**config.mk**
```make
export PLATFORM = sky130hd
export DESIGN_NAME = variable_length_code_packer_flat
export DESIGN_NICKNAME = d
export VERILOG_FILES = /design/src/hw/rtl/vlcp_pkg.sv /design/src/hw/rtl/vlcp_if.sv /design/src/hw/rtl/vlcp_table.sv /design/src/hw/rtl/vlcp_packer.sv /design/src/hw/rtl/variable_length_code_packer.sv /design/src/flat_wrapper.sv
export SDC_FILE = /design/constraint.sdc
export NUM_CORES = 2
export LEC_CHECK = 0
export ABC_CLOCK_PERIOD_IN_PS = 13450
export BUFFER_PORTS_ARGS = -buffer_cell sky130_fd_sc_hd__buf_2
export CORE_MARGIN = 10
export CORE_UTILIZATION = 40
export CTS_BUF_LIST = sky130_fd_sc_hd__clkbuf_8
export CTS_CLUSTER_DIAMETER = 30
export DETAILED_ROUTE_END_ITERATION = 12
export GPL_TIMING_DRIVEN = 0
export PLACE_DENSITY = 0.52
export REMOVE_ABC_BUFFERS = 1
export SLEW_MARGIN = 20
export SYNTH_ARGS = -nofsm -noshare
export SYNTH_HDL_FRONTEND = slang
export SYNTH_MEMORY_MAX_BITS = 65536
export SYNTH_SLANG_ARGS = --single-unit
```
**constraint.sdc**
```tcl
create_clock -name clk -period 13.45 [get_ports clk]
set_input_delay 0.6725 -clock clk [delete_from_list [all_inputs] [get_ports clk]]
set_output_delay 0.6725 -clock clk [all_outputs]
set_load 0.02 [all_outputs]
```
**src/hw/rtl/vlcp_pkg.sv**
```systemverilog
// Shared types and constants for the variable-length code packer.
package vlcp_pkg;

  localparam int FUNC_W   = 2;
  localparam int SYMBOL_W = 8;
  localparam int CODE_W   = 15;
  localparam int LEN_W    = 4;
  localparam int BYTE_W   = 8;
  localparam int PEND_W   = 3;
  localparam int ACC_W    = 24;

  localparam logic [FUNC_W-1:0] FUNC_WRITE  = 2'd0;
  localparam logic [FUNC_W-1:0] FUNC_ENCODE = 2'd1;
  localparam logic [FUNC_W-1:0] FUNC_FLUSH  = 2'd2;

  typedef struct packed {
    logic valid;
    logic flush;
  } vlcp_ctl_t;

endpackage

```
**src/hw/rtl/vlcp_if.sv**
```systemverilog
// Valid/ready channel interfaces for the packer input and output.
interface vlcp_in_if;
  import vlcp_pkg::*;
  logic                valid;
  logic                ready;
  logic [FUNC_W-1:0]   func;
  logic [SYMBOL_W-1:0] symbol;
  logic [CODE_W-1:0]   code_bits;
  logic [LEN_W-1:0]    code_length;
  modport source (output valid, func, symbol, code_bits, code_length, input ready);
  modport sink   (input valid, func, symbol, code_bits, code_length, output ready);
endinterface

interface vlcp_out_if;
  import vlcp_pkg::*;
  logic              valid;
  logic              ready;
  logic [BYTE_W-1:0] out_byte;
  logic              last;
  modport source (output valid, out_byte, last, input ready);
  modport sink   (input valid, out_byte, last, output ready);
endinterface

```
**src/hw/rtl/vlcp_table.sv**
```systemverilog
// Code table memory with write-on-transfer and registered lookup stage.
module vlcp_table #(
  parameter int MAX_CODE_LENGTH = 15,
  parameter int SYMBOL_COUNT    = 256
) (
  input  logic                         clk,
  input  logic                         rst_n,
  vlcp_in_if.sink                      in_s,
  input  logic                         take,
  output vlcp_pkg::vlcp_ctl_t          ctl,
  output logic [MAX_CODE_LENGTH-1:0]   code,
  output logic [vlcp_pkg::LEN_W-1:0]   len
);
  import vlcp_pkg::*;

  localparam int CW = MAX_CODE_LENGTH;
  localparam int AW = (SYMBOL_COUNT > 1) ? $clog2(SYMBOL_COUNT) : 1;
  localparam int EW = CW + LEN_W;

  logic [EW-1:0] mem [SYMBOL_COUNT];
  logic [EW-1:0] rd_r;
  logic          s1_valid_r, s1_valid_nxt;
  logic          s1_flush_r;
  logic          s1_hit_r;

  logic          accept;
  logic          in_range;
  logic [AW-1:0] addr;
  logic [LEN_W-1:0] len_sat;
  logic [CW-1:0] code_masked;

  assign in_s.ready = !s1_valid_r || take;
  assign accept     = in_s.valid && in_s.ready;
  assign in_range   = {1'b0, in_s.symbol} < (SYMBOL_W + 1)'(SYMBOL_COUNT);
  assign addr       = in_s.symbol[AW-1:0];
  assign len_sat    = (in_s.code_length > LEN_W'(MAX_CODE_LENGTH)) ?
                      LEN_W'(MAX_CODE_LENGTH) : in_s.code_length;

  always_comb begin
    for (int i = 0; i < CW; i++) begin
      code_masked[i] = in_s.code_bits[i] && (LEN_W'(i) < len_sat);
    end
  end

  always_ff @(posedge clk) begin
    if (accept && in_s.func == FUNC_WRITE && in_range) begin
      mem[addr] <= {len_sat, code_masked};
    end
  end

  always_ff @(posedge clk) begin
    if (accept) begin
      rd_r       <= mem[addr];
      s1_flush_r <= (in_s.func == FUNC_FLUSH);
      s1_hit_r   <= in_range;
    end
  end

  always_comb begin
    s1_valid_nxt = s1_valid_r;
    if (accept) begin
      s1_valid_nxt = (in_s.func == FUNC_ENCODE) || (in_s.func == FUNC_FLUSH);
    end else if (take) begin
      s1_valid_nxt = 1'b0;
    end
  end

  always_ff @(posedge clk) begin
    if (!rst_n) begin
      s1_valid_r <= 1'b0;
    end else begin
      s1_valid_r <= s1_valid_nxt;
    end
  end

  assign ctl.valid = s1_valid_r;
  assign ctl.flush = s1_flush_r;
  assign code      = s1_hit_r ? rd_r[CW-1:0] : '0;
  assign len       = s1_hit_r ? rd_r[EW-1:CW] : '0;

endmodule

```
**src/hw/rtl/vlcp_packer.sv**
```systemverilog
// Bit cache, byte assembly and two-entry output buffer.
module vlcp_packer #(
  parameter int MAX_CODE_LENGTH = 15
) (
  input  logic                         clk,
  input  logic                         rst_n,
  input  vlcp_pkg::vlcp_ctl_t          ctl,
  input  logic [MAX_CODE_LENGTH-1:0]   code,
  input  logic [vlcp_pkg::LEN_W-1:0]   len,
  output logic                         take,
  vlcp_out_if.source                   out_m
);
  import vlcp_pkg::*;

  logic [PEND_W-1:0] pending_r, pending_nxt;
  logic [6:0]        cache_r, cache_nxt;
  logic [BYTE_W-1:0] byte0_r, byte0_nxt;
  logic [BYTE_W-1:0] byte1_r, byte1_nxt;
  logic              last0_r, last0_nxt;
  logic [1:0]        cnt_r, cnt_nxt;

  logic              pop;
  logic [ACC_W-1:0]  acc;
  logic [ACC_W-1:0]  shifted;
  logic [4:0]        total;
  logic [1:0]        nb;
  logic [PEND_W-1:0] newp;
  logic [6:0]        keep_mask;

  assign pop  = out_m.valid && out_m.ready;
  assign take = ctl.valid && ((cnt_r == 2'd0) || (cnt_r == 2'd1 && pop));

  assign acc       = ACC_W'(cache_r) | (ACC_W'(code) << pending_r);
  assign total     = 5'(pending_r) + 5'(len);
  assign nb        = total[4:3];
  assign newp      = total[2:0];
  assign shifted   = acc >> {nb, 3'b000};
  assign keep_mask = (7'd1 << newp) - 7'd1;

  always_comb begin
    pending_nxt = pending_r;
    cache_nxt   = cache_r;
    byte0_nxt   = byte0_r;
    byte1_nxt   = byte1_r;
    last0_nxt   = last0_r;
    cnt_nxt     = cnt_r;
    if (pop) begin
      byte0_nxt = byte1_r;
      last0_nxt = 1'b1;
      cnt_nxt   = cnt_r - 2'd1;
    end
    if (take) begin
      if (ctl.flush) begin
        byte0_nxt   = {1'b0, cache_r};
        last0_nxt   = 1'b1;
        cnt_nxt     = (pending_r != '0) ? 2'd1 : 2'd0;
        pending_nxt = '0;
        cache_nxt   = '0;
      end else begin
        byte0_nxt   = acc[7:0];
        byte1_nxt   = acc[15:8];
        last0_nxt   = (nb == 2'd1);
        cnt_nxt     = nb;
        pending_nxt = newp;
        cache_nxt   = shifted[6:0] & keep_mask;
      end
    end
  end

  always_ff @(posedge clk) begin
    if (!rst_n) begin
      pending_r <= '0;
      cache_r   <= '0;
      cnt_r     <= 2'd0;
    end else begin
      pending_r <= pending_nxt;
      cache_r   <= cache_nxt;
      cnt_r     <= cnt_nxt;
    end
  end

  always_ff @(posedge clk) begin
    byte0_r <= byte0_nxt;
    byte1_r <= byte1_nxt;
    last0_r <= last0_nxt;
  end

  assign out_m.valid    = (cnt_r != 2'd0);
  assign out_m.out_byte = byte0_r;
  assign out_m.last     = last0_r;

  logic [6:0] pend_mask;
  assign pend_mask = (7'd1 << pending_r) - 7'd1;

  a_cnt_range: assert property (@(posedge clk) disable iff (!rst_n)
    cnt_r != 2'd3)
    else $error("output buffer count out of range");

  a_cache_clean: assert property (@(posedge clk) disable iff (!rst_n)
    (cache_r & ~pend_mask) == 7'd0)
    else $error("bit cache holds bits above pending count");

  a_flush_clears: assert property (@(posedge clk) disable iff (!rst_n)
    take && ctl.flush |=> pending_r == '0 && cache_r == '0)
    else $error("flush left bits pending");

  a_two_bytes_last: assert property (@(posedge clk) disable iff (!rst_n)
    cnt_r == 2'd2 |-> !last0_r)
    else $error("first of two bytes marked last");

endmodule

```
**src/hw/rtl/variable_length_code_packer.sv**
```systemverilog
// Top level of the variable-length code packer.
// The first byte is offered after the table stage and the output buffer register it.
// Throughput: one input item per cycle while the output is ready and each item
// yields at most one byte; a two-byte item holds the output port, and so the input.
// Reset clears the cache, pending and buffer counts; the code table is not cleared.
module variable_length_code_packer #(
  parameter int MAX_CODE_LENGTH = 15,
  parameter int SYMBOL_COUNT    = 256
) (
  input  logic       clk,
  input  logic       rst_n,
  vlcp_in_if.sink    in_s,
  vlcp_out_if.source out_m
);
  import vlcp_pkg::*;

  vlcp_ctl_t                  ctl;
  logic                       take;
  logic [MAX_CODE_LENGTH-1:0] code;
  logic [LEN_W-1:0]           len;

  vlcp_table #(
    .MAX_CODE_LENGTH (MAX_CODE_LENGTH),
    .SYMBOL_COUNT    (SYMBOL_COUNT)
  ) u_table (
    .clk   (clk),
    .rst_n (rst_n),
    .in_s  (in_s),
    .take  (take),
    .ctl   (ctl),
    .code  (code),
    .len   (len)
  );

  vlcp_packer #(
    .MAX_CODE_LENGTH (MAX_CODE_LENGTH)
  ) u_packer (
    .clk   (clk),
    .rst_n (rst_n),
    .ctl   (ctl),
    .code  (code),
    .len   (len),
    .take  (take),
    .out_m (out_m)
  );

endmodule
```
**src/flat_wrapper.sv**
```systemverilog
// flat-port wrapper written by rule: the top's interface ports become plain ports
module variable_length_code_packer_flat import vlcp_pkg::*;
#(
  parameter int MAX_CODE_LENGTH = 15,
  parameter int SYMBOL_COUNT    = 256
)
  (clk, rst_n, in_s_valid, in_s_func, in_s_symbol, in_s_code_bits, in_s_code_length, in_s_ready, out_m_valid, out_m_out_byte, out_m_last, out_m_ready);
  vlcp_in_if in_s_i ();
  vlcp_out_if out_m_i ();
  input  logic clk;
  input  logic rst_n;
  input wire logic [$bits(in_s_i.valid)-1:0] in_s_valid;
  input wire logic [$bits(in_s_i.func)-1:0] in_s_func;
  input wire logic [$bits(in_s_i.symbol)-1:0] in_s_symbol;
  input wire logic [$bits(in_s_i.code_bits)-1:0] in_s_code_bits;
  input wire logic [$bits(in_s_i.code_length)-1:0] in_s_code_length;
  output wire logic [$bits(in_s_i.ready)-1:0] in_s_ready;
  output wire logic [$bits(out_m_i.valid)-1:0] out_m_valid;
  output wire logic [$bits(out_m_i.out_byte)-1:0] out_m_out_byte;
  output wire logic [$bits(out_m_i.last)-1:0] out_m_last;
  input wire logic [$bits(out_m_i.ready)-1:0] out_m_ready;
  assign in_s_i.valid = in_s_valid;
  assign in_s_i.func = in_s_func;
  assign in_s_i.symbol = in_s_symbol;
  assign in_s_i.code_bits = in_s_code_bits;
  assign in_s_i.code_length = in_s_code_length;
  assign in_s_ready = in_s_i.ready;
  assign out_m_valid = out_m_i.valid;
  assign out_m_out_byte = out_m_i.out_byte;
  assign out_m_last = out_m_i.last;
  assign out_m_i.ready = out_m_ready;
  variable_length_code_packer #(.MAX_CODE_LENGTH(MAX_CODE_LENGTH), .SYMBOL_COUNT(SYMBOL_COUNT)) u_core (.clk(clk), .rst_n(rst_n), .in_s(in_s_i), .out_m(out_m_i));
endmodule
```
* After elaboration in Yosys (flattened, before gate mapping)
Memory sizes are Yosys's and may differ from the RTL's. A register that Yosys moved wholly into a read port is not among the register bits. Index checks and enable logic that the tools add are counted.
Storage, ports and cells: input bits 33, memory bits (writable) 4864, memories kept 1, output and inout port bits 11, register bits 31, word-level logic and storage cells 86
Memories:
- u_core.u_table.mem | depth 256, bits a word 19, rd ports 1, clocked after Yosys merged registers in 1, write ports 1, RTL line vlcp_table.sv:20 | logic [EW-1:0] mem [SYMBOL_COUNT];
Cells by class: reduce and logical (&&, ||, !) cells 31, multiplexer cells 17, equal/unequal tests 4, magnitude comparators 16, shift-type cells 3, $add $sub $neg 3, bitwise logic cells 3
Operators by type and width (number):
- $lt 4x4->1 const A | 7
- $mux 8 | 3
- $or 7x24->24 | 1
- $shl 15x3->24 | 1
- $shr 24x5->7 | 1
- $logic_and 1x1->1 | 20
- $lt 3x4->1 const A | 4
- $lt 1x4->1 const A | 2
- $lt 2x4->1 const A | 2
- $mux 1 | 8
- $and 7x7->7 | 1
- $mux 7 | 1
- $shl 1x3->7 const A | 1
- $sub 7x1->7 const B | 1
- $eq 2x1->1 const B | 3
- $mux 2 | 3
- $reduce_bool 2->1 | 3
- $add 3x4->5 | 1
- $gt 4x4->1 const B | 1
- $logic_not 2->1 | 2
- $mux 4 | 1
- $logic_or 1x1->1 | 3
- $mux 3 | 1
- $reduce_bool 3->1 | 1
- 5 further kinds | 5

* Logic depth before layout (Yosys ltp)
depth after elaboration 10, gate-level depth with buffers 13, gate-level depth less buffers 12

* Modules after synthesis
A second synthesis with hierarchy kept.
Unflattened totals: cell total of the unflattened synthesis 8179, area total of the unflattened synthesis 186751.6 um^2
Modules (own cells, without submodules):
- vlcp_table | times used 1, cells an instance 7937, sequential area each 146680.7 um^2, area each 184454.4 um^2
- vlcp_packer | times used 1, cells an instance 242, sequential area each 750.7 um^2, area each 2297.2 um^2

* Worst setup path before layout
Ideal clock, no wire load.
path kind input-to-reg, start input in_s_code_length[2], end memory u_core.u_table.mem[0][2] in the netlist's numbering (data pin), stages 3, data arrival time 11.279 ns, path slack -0.109 ns, library setup time 2.280 ns, cell sequence clkbuf_1 nor2_1 a21boi_0
Between the ends: word-level cells in the longest chain between the ends 4
RTL lines:
- from (decl) | RTL line flat_wrapper.sv:16 | input wire logic [$bits(in_s_i.code_length)-1:0] in_s_code_length;
- $gt 4x4->1 | RTL line vlcp_table.sv:36 | assign len_sat = (in_s.code_length > LEN_W'(MAX_CODE_LENGTH)) ?
- $mux 4 (*) | RTL line vlcp_table.sv:36
- $lt 2x4->1 (*) | RTL line vlcp_table.sv:41 | code_masked[i] = in_s.code_bits[i] && (LEN_W'(i) < len_sat);
- $logic_and 1x1->1 (*) | RTL line vlcp_table.sv:41
- net u_core.u_table.code_masked[2] | RTL line vlcp_table.sv:30 | logic [CW-1:0] code_masked;
- to (decl) | RTL line vlcp_table.sv:20
Mark *: on every way through the listed nets, which the timed path passes. The rest lies on a longest branch.

==> flow_summary.yaml <==
worst_hold_path:
  hold_depth: 2
  hold_class: "in -> reg"
die:
  die_h_um: 703.0
  coreArea_sq_mm: 0.4642
  start_util_pct: 40.19
  ioPinCount: 44
  die-area_sq_mm: 0.4942
  die_w_um: 703.0
  row_count: 250
setup_path:
  end_kind: "flop"
  reg2regPathDepth: 8
  crit_path_frequent_cell: "buf_16"
  worstSetupStartpointType: "primary input"
  cp_data_required_time_ps: 14400
  critPathTopFamily: "buffers and inverters"
  arrival_ps: 6180
  path_cells: "buf_12, buf_16, buf_16, buf_16, buf_16, buf_16, mux4_2, a22oi_1, a21oi_1, o41ai_2, buf_6, nand4_1"
  crit_type: "in -> reg"
  cp_max_fo: 77
  cpPeakStageDelay_ps: 590
  critical_path.slowest_cell: "mux4_2"
  crit_cells: 12
  path_buf_inv: 7
cts:
  ctsRootBufferMaster: "clkbuf_8"
  h-tree-depth: 7
  clk_latency_ps: 1310
  cts_made_buffers: 1116
  cts_tree: "done"
  cts_num_sinks: 4914
  ctsLongestPathBuffers: 5
  clkTransAtPathRegs_ps: 50
logic_synthesis:
  ys_seq_elements: 4914
  synthAdderAreaFrac_pct: 0.06438
  synthArstFlopShare_pct: 0
  syn_inst: 8164
  synth_top_cell_area_share_pct: 78.88
  synth_xor_area_share_pct: 0.02816
  synth_edf_count: 4901
  synthMuxAreaShare_pct: 14.87
  yosysUniqueCellTypes: 56
  synth_area_sq_mm: 0.1866
  synth_compound_area_share_pct: 3.869
  synth_top_family_by_area: "multiplexers"
  synth_ff_type: "edfxtp_1"
  yosys.area.top_type: "edfxtp_1"
  ys_seq_area_share_pct: 79.02
  yosysWarningCount: 0
  syn_avg_cell_area_sq_um: 22.85
  yosys.area_share.simple_pct: 0.9321
  ys_top_cells_by_area: "edfxtp_1 (79%), mux4_2 (15%), a22oi_1 (2.5%)"
timing:
  rsz0062_at_grt: "no"
  hold_violations: 0
  period_share_pct: 38.84
  finalMaxSlewViolations: 0
  post-route-min-period_ps: 5224
  finalSetupTns_ps: 0
  relSlewSlack_pct: 9.886
  setup_viol: 0
  max_freq_mhz: 191.4
  final.setup_skew_ps: 52.24
  worst_slew_pin_slew_ps: 1334
cells_and_area:
  design_area_sq_mm: 0.2250
  final_common_cell: "edfxtp_1"
  final_cell_mix: "edfxtp_1 (4,901), mux4_2 (1,223), clkbuf_8 (1,131), a22oi_1 (609), a21oi_1 (331)"
  fillCellCount: 37541
  nets: 9210
  final_layout_size_suffix_gt1_share_pct: 35.43
  utilization_pct: 48.47
  area_growth_pct: 20.60
drt:
  wl_per_cell_um: 31.25
  num_vias: 91429
  dr.pass1.iters: 5
  postRouteAntennaNets: 0
  drt_wl_total_um: 504300
  drtIter0Drc: 9732
  drc: 0
  avgViaCountPerCell: 5.667
placement:
  dp_hpwl_um: 299200
  place.gp.congestion: 0.7525
  place_area_sq_mm: 0.2021
  portBuffers: 43
global_route:
  grt_pass1_vias: 95422
  grt_overflow: 0
  grt_max_degree: 111
  grtUsageTotal_pct: 20.29
  grt_antenna_before_repair: 21
  grt_first_pass_wirelength_um: 712400
pwr:
  pwr-share-clk_pct: 47.9
  swShare_pct: 21.89
  p_seq_share_pct: 47.5
  power_density_mw_per_mm2: 158.1
  pwr-share-comb_pct: 4.6
  p_int_mw: 27.79
  leakagePower_nw: 72.45
  p_sw_mw: 7.790
  max-vdd-ir-drop_mv: 0.09744
  power_mw: 35.58
run:
  drv_cap: 0
status:
  outcome: "finished clean"
synth_stat cells (2+ instances only):
cell type  count
edfxtp_1    4901
mux4_2      1223
a22oi_1      609
a21oi_1      331
clkbuf_1     294
nor2_1       277
buf_2        106
o41ai_1       76
nand2_1       61
buf_1         59
buf_4         23
nand4_1       21
o21ai_0       19
buf_6         17
nor2b_1       15
inv_1         14
dfxtp_1       13
nand3_1       12
mux2_2        11
nor3_1        10
ha_1           8
mux2i_1        8
a211oi_1       4
and2_1         4
a31oi_1        3
nand2b_1       3
o31ai_1        3
xnor2_1        3
xor2_1         3
a21boi_0       2
a221oi_1       2
and3_1         2
and4_1         2
nor3b_1        2
nor4_1         2
layer usage:
| metal | wire length [um] | global-route usage, % |
|---|---|---|
| met5 | 0 | 0 |
| met4 | 15180 | 7.523 |
| met3 | 34070 | 4.286 |
| met2 | 243400 | 32.02 |
| met1 | 211600 | 27.96 |
power by group through the flow:
stage	Sequential [mW]	Combinational, mW	Clock (mW)
4_1_cts	16.9	1.66	17.4
3_3_place_gp	17.4	2.66	0
2_1_floorplan	17.3	0.690	0
3_5_place_dp	17.2	1.65	0
6_report	16.9	1.64	17.0
5_1_grt	16.9	1.73	18.1
sequential cells by signal, summed over array words and instances, names as in the netlist:
register and flops:
u_core.u_packer.cnt_r 2, u_core.u_table.mem 4864, u_core.u_packer.cache_r 7, u_core.u_packer.pending_r 3, u_core.u_packer.byte1_r 8, u_core.u_table.rd_r 19, u_core.u_packer.out_m.out_byte 8, u_core.u_table.s1_flush_r 1
u_core.u_table.s1_valid_r 1, u_core.u_packer.out_m.last 1
final cells by class:
class	count	area, sq um	area share, %
multi-input combinational	2737	39540	17.57
clock buffer	1131	15570	6.918
antenna	15	37.54	0.01668
sequential	4914	147400	65.52
timing repair buffer	385	7655	3.402
clock inverter	765	6999	3.111
inverter	14	52.55	0.02335
tap	6174	7725	3.433
stage by stage:
step	setup WS, ps	hold WS, ps	cells
detailed placement	6869	477.9	14198
global route	7879	89.05	16125
floorplan	-2434	445.1	7665
finish	8227	141.3	16135
global placement	-48000	489.6	13882
CTS	8279	24.57	16120
repair_timing:
item,4_1_cts,5_1_grt
endpoints found under the setup margin,0,0
setup buffers,0,0
resized for setup,0,0
hold buffers,26,0
endpoints found under the hold margin,652,0
worst paths after layout:
kind,to,slack [ps],start
worst max-delay path,u_core.u_table.rd_r[18]$_DFFE_PP_,8230,in_s_symbol[0]
worst min-delay path,u_core.u_table.mem[184][9]$_DFFE_PP_,140,in_s_code_bits[9]
worst max register to register,u_core.u_table.mem[126][0]$_DFFE_PP_,8490,u_core.u_packer.cnt_r[1]$_SDFFE_PN0P_
worst min register to register,u_core.u_packer.cache_r[5]$_SDFFE_PN0N_,490,u_core.u_packer.cache_r[5]$_SDFFE_PN0N_
cells by family after synthesis:
kind of cell	Yosys count
AO/OA/AOI/OAI	1064
flip-flops	4914
buffers and inverters	513
XOR/XNOR	6
adder cells (fa/ha/maj)	9
multiplexers	1242
AND/OR/NAND/NOR	416
No activity file was read; power rests on OpenSTA's default activity.
